===== src/rtl/fbma_pkg.sv =====
// Shared types and constants for the file block map allocator.
// Used by fbma_bit_find and the top level; depends on nothing.
package fbma_pkg;

  localparam int SLOT_W   = 4;
  localparam int BLK_W    = 4;
  localparam int START_W  = 20;
  localparam int PHYS_W   = 21;
  localparam int WORD_W   = 64;
  localparam int BIT_W    = 6;
  localparam int GRP_W    = 3;

  localparam logic [START_W-1:0] START_RESET = 20'd299;

  localparam int FILE_SLOTS_DEF      = 16;
  localparam int BLOCKS_PER_FILE_DEF = 16;
  localparam int BITMAP_BITS_DEF     = 4096;

  typedef enum logic [1:0] {
    ST_UNMAPPED = 2'd0,
    ST_EXISTING = 2'd1,
    ST_NEW      = 2'd2,
    ST_NOSPACE  = 2'd3
  } status_t;

  typedef struct packed {
    logic [SLOT_W-1:0] file_slot;
    logic [BLK_W-1:0]  block_index;
    logic              create;
  } in_word_t;

  typedef struct packed {
    status_t           status;
    logic [PHYS_W-1:0] phys_block;
  } out_word_t;

  typedef struct packed {
    logic             done;
    logic [BIT_W-1:0] bit_idx;
  } find_rsp_t;

endpackage


===== src/rtl/fbma_bit_find.sv =====
// Two-stage search for the lowest clear bit of a 64-bit bitmap word.
// Uses fbma_pkg; the word handed in must hold at least one clear bit.
module fbma_bit_find (
  input  logic                        clk,
  input  logic                        rst_n,
  input  logic                        start,
  input  logic [fbma_pkg::WORD_W-1:0] word,
  output fbma_pkg::find_rsp_t         rsp
);
  import fbma_pkg::*;

  localparam int GROUPS = WORD_W / 8;

  logic             s1_v_r;
  logic [GRP_W-1:0] grp_r;
  logic [7:0]       byte_r;
  logic [GRP_W-1:0] grp_nxt;
  logic [2:0]       bit_nxt;
  logic             done_r;
  logic [BIT_W-1:0] idx_r;

  // stage 1: pick the lowest byte that is not full
  always_comb begin
    grp_nxt = '0;
    for (int g = GROUPS - 1; g >= 0; g--) begin
      if (!(&word[g*8 +: 8])) begin
        grp_nxt = GRP_W'(g);
      end
    end
  end

  // stage 2: lowest clear bit inside that byte
  always_comb begin
    bit_nxt = '0;
    for (int b = 7; b >= 0; b--) begin
      if (!byte_r[b]) begin
        bit_nxt = 3'(b);
      end
    end
  end

  always_ff @(posedge clk) begin
    if (!rst_n) begin
      s1_v_r <= 1'b0;
      done_r <= 1'b0;
    end else begin
      s1_v_r <= start;
      done_r <= s1_v_r;
    end
  end

  always_ff @(posedge clk) begin
    if (start) begin
      grp_r  <= grp_nxt;
      byte_r <= word[grp_nxt*8 +: 8];
    end
    if (s1_v_r) begin
      idx_r <= {grp_r, bit_nxt};
    end
  end

  assign rsp.done    = done_r;
  assign rsp.bit_idx = idx_r;

endmodule


===== config.mk =====
export PLATFORM = sky130hd
export DESIGN_NAME = fbma_bit_find
export DESIGN_NICKNAME = d
export VERILOG_FILES = /design/src/rtl/fbma_pkg.sv /design/src/rtl/fbma_bit_find.sv
export SDC_FILE = /design/constraint.sdc
export NUM_CORES = 1
export LEC_CHECK = 0
export BUFFER_PORTS_ARGS = -buffer_cell sky130_fd_sc_hd__clkbuf_2
export CORE_UTILIZATION = 45
export CTS_CLUSTER_SIZE = 24
export DETAILED_ROUTE_END_ITERATION = 8
export PLACE_DENSITY = 0.8
export SLEW_MARGIN = 0
export SYNTH_ARGS = -nofsm -noshare
export SYNTH_HDL_FRONTEND = slang
export SYNTH_SLANG_ARGS = --single-unit

===== constraint.sdc =====
create_clock -name clk -period 2.75 [get_ports clk]
set_clock_uncertainty 0.1 [all_clocks]
set_input_delay 0.55 -clock clk [delete_from_list [all_inputs] [get_ports clk]]
set_output_delay 0.55 -clock clk [all_outputs]
set_load 0.02 [all_outputs]

==> results.md <==
- Clk pwr share: 0.219
- Final period util: 0.9500
- Die H: 57.73 um
- Die ar.: 0.003333 sq mm
- Crit-path cells: clkbuf_2, nand4_1, or4_1, buf_4, a21oi_4, buf_4, o311ai_0, a2111oi_2
- Post-CTS setup buffers: 0
- # DRC: 2
- Unrepaired setup endpoints after global routing: no
- IO Pins: 74
- First-pass GRT wire length: 6831 um
- Final setup viols: 0
- Setup TNS: 0 ps
- CTS Buf Count: 3
- CP dominant cell by count: buf_4
- Ant diodes: 0
- Share of post-route cells with drive strength above 1: 0.4889
- Startpoint Class: primary input
- Share of flip-flops with an asynchronous set or reset: 0
- Critical path arrival: 2600 ps
- TritonCTS Sinks: 19
- Die width: 57.73 um
- EDFF count, synth: 17
- Max-slew headroom: 0.5282
- Tot GR Track Use: 0.2662
- Commonest cells after routing, fill and taps aside: 73 x clkbuf_2, 23 x buf_4, 17 x edfxtp_1
- Fin. Hold Viols: 0
- Int Pwr: 452.9 uW
- Post-route ant nets: 0
- F_max: 382.8 MHz
- Synth cell types: 36
- Hold_buf cts: 0
- Most common cell after layout, fill and taps aside: clkbuf_2
- HPWL after DPL: 3710 um
- Sequential area share after synthesis: 0.3939
- Final core occ: 0.6825
- Post-Syn Instances: 134
- CP max FO: 13
- Routability Congestion: 0.9518
- Yosys warnings: 0
- P_leak: 0.7459 nW
- Drt initial violations: 51
- Via count of the routed design: 1580
- Syn Std Cell Area: 0.001398 sq mm
- Status: finished, violations left
- Setup Crit Path Kind: primary input to flip-flop
- Synthesized area per cell: 10.43 sq um
- Peak supply drop: 0.0001307 V
- NetSw: 154.1 uW
- Clk root buf: clkbuf_4
- FF+latch area: 550.5 sq um
- Sequential power share: 0.572
- Top delay family on crit path: compound AO/OA/AOI/OAI gates
- Power per Cell Area: 311.8 mW/mm^2
- Average routed wire per standard cell: 16.43 um
- Detailed Route WL: 4207 um
- Hold Path Class: flip-flop to flip-flop
- Number of fill cells: 235
- CP Buf/Inv Count: 3
- CP endpoint kind: flip-flop
- Max-slew violations: 0
- Router iterations before antenna repair: 6
- Worst Max-Slew Pin Slew: 698.8 ps
- Crit path required time: 2740 ps
- Main synth FF type: edfxtp_1
- Multi-input gate area: 788.3 sq um
- Cts repair resizes: 0
- Total of max-cap violations: 0
- Failing checks: DRC
- CTS H-tree depth: 1
- Clock-pin slew on the worst setup and hold paths: 110 ps
- Vias in the first global route: 1522
- Worst-Skew Late Latency: 280 ps
- Post-layout minimum cycle time: 2613 ps
- Clock Path Buffers: 2
- Slowest cell delay on critical path: 580 ps
- Fin nets: 293
- CTS tree: done
- I/O Buffers: 73
- Core region area: 0.002853 sq mm
- Sw frac: 0.2539
- Row Count: 19
- Largest net degree at the start of global routing: 15
- Syn nets: 201
- GRT overflow: 0
- Via density: 6.172
- Comb power frac: 0.209
- Initial Util: 0.4899
- Area Growth Syn to Fin: 39.30%
- Slowest-stage cell, CP: or4_1
- Initial antenna violation count: 0
- #FFs+latches synth: 19
-- cell type report --
| type | count | share of cell area |
|---|---|---|
| clock inverters | 1 | 0.002571 |
| flip-flops and latches | 19 | 0.2828 |
| clock buffers | 3 | 0.01157 |
| multi-input cells | 105 | 0.4049 |
| repair buffers | 96 | 0.2763 |
| well taps | 31 | 0.01992 |
| inverters | 1 | 0.001928 |
-- registers in the layout, summed over array words and instances (netlist names) --
name and cells:
done_r 1, grp_r 3, byte_r 8, idx_r 6, s1_v_r 1
-- Yosys cell counts, types with 2 or more instances --
cell type / instances / area [sq um]
edfxtp_1: 17 / 510.5
nand4_1: 15 / 93.84
nor4_1: 11 / 68.82
nor3_1: 10 / 50.05
o21ai_0: 9 / 45.04
or4_1: 9 / 67.56
o21a_1: 8 / 60.06
a2111oi_2: 6 / 90.09
o311ai_0: 6 / 52.55
buf_2: 5 / 25.02
nand2_1: 4 / 15.01
nor2_1: 4 / 15.01
and2_1: 2 / 12.51
and4_1: 2 / 17.52
buf_4: 2 / 15.01
dfxtp_1: 2 / 40.04
nand3_1: 2 / 10.01
or3_1: 2 / 12.51
-- kinds of logic after synthesis --
kind of cell / count (synthesis) / share of synthesized area
AND/OR/NAND/NOR: 64 / 0.2811
AO/OA/AOI/OAI: 41 / 0.2829
flip-flops: 19 / 0.3939
buffers and inverters: 10 / 0.04207
-- power by group through the flow --
stage	registers, mW	clock network (mW)	logic [mW]
2_1_floorplan	0.359	0	0.0358
3_3_place_gp	0.352	0	0.123
3_5_place_dp	0.354	0	0.126
4_1_cts	0.347	0.134	0.126
5_1_grt	0.350	0.146	0.138
6_report	0.347	0.133	0.127
-- path summary, 6_finish.rpt --
| check | endpoint | slack (ps) | from | depth (start not counted) |
|---|---|---|---|---|
| worst min register to register | idx_r[5] | 330 | grp_r[2] | 0 |
| worst min-delay path | idx_r[5] | 330 | grp_r[2] | 0 |
| worst max register to register | idx_r[0] | 1380 | byte_r[6] | 5 |
| worst max-delay path | byte_r[5] | 140 | word[27] | 8 |
-- layer usage --
layer	part of all wire	vias to the layer above	global-route usage	wire length, um
li1	-	775	-	-
met1	0.40	739	0.3224	1668
met2	0.54	62	0.5183	2281
met3	0.050	4	0.02679	211
met4	0.011	0	0.03741	45
met5	0	-	0	0
-- stage by stage --
stage,power [mW],cells,hold WS [ps],setup slack [ps],instance area (sq um)
final,0.6070,256,331.2,137.4,1947
after global routing,0.6339,256,349.1,66.54,1947
after CTS,0.6072,256,335.5,176.7,1947
after detailed placement,0.4795,252,311.5,-120.3,1919
after global placement,0.4745,252,300.6,6.077,1919
after floorplan,0.3949,134,300.3,269.6,1398
Power figures use the tool's default switching activity.
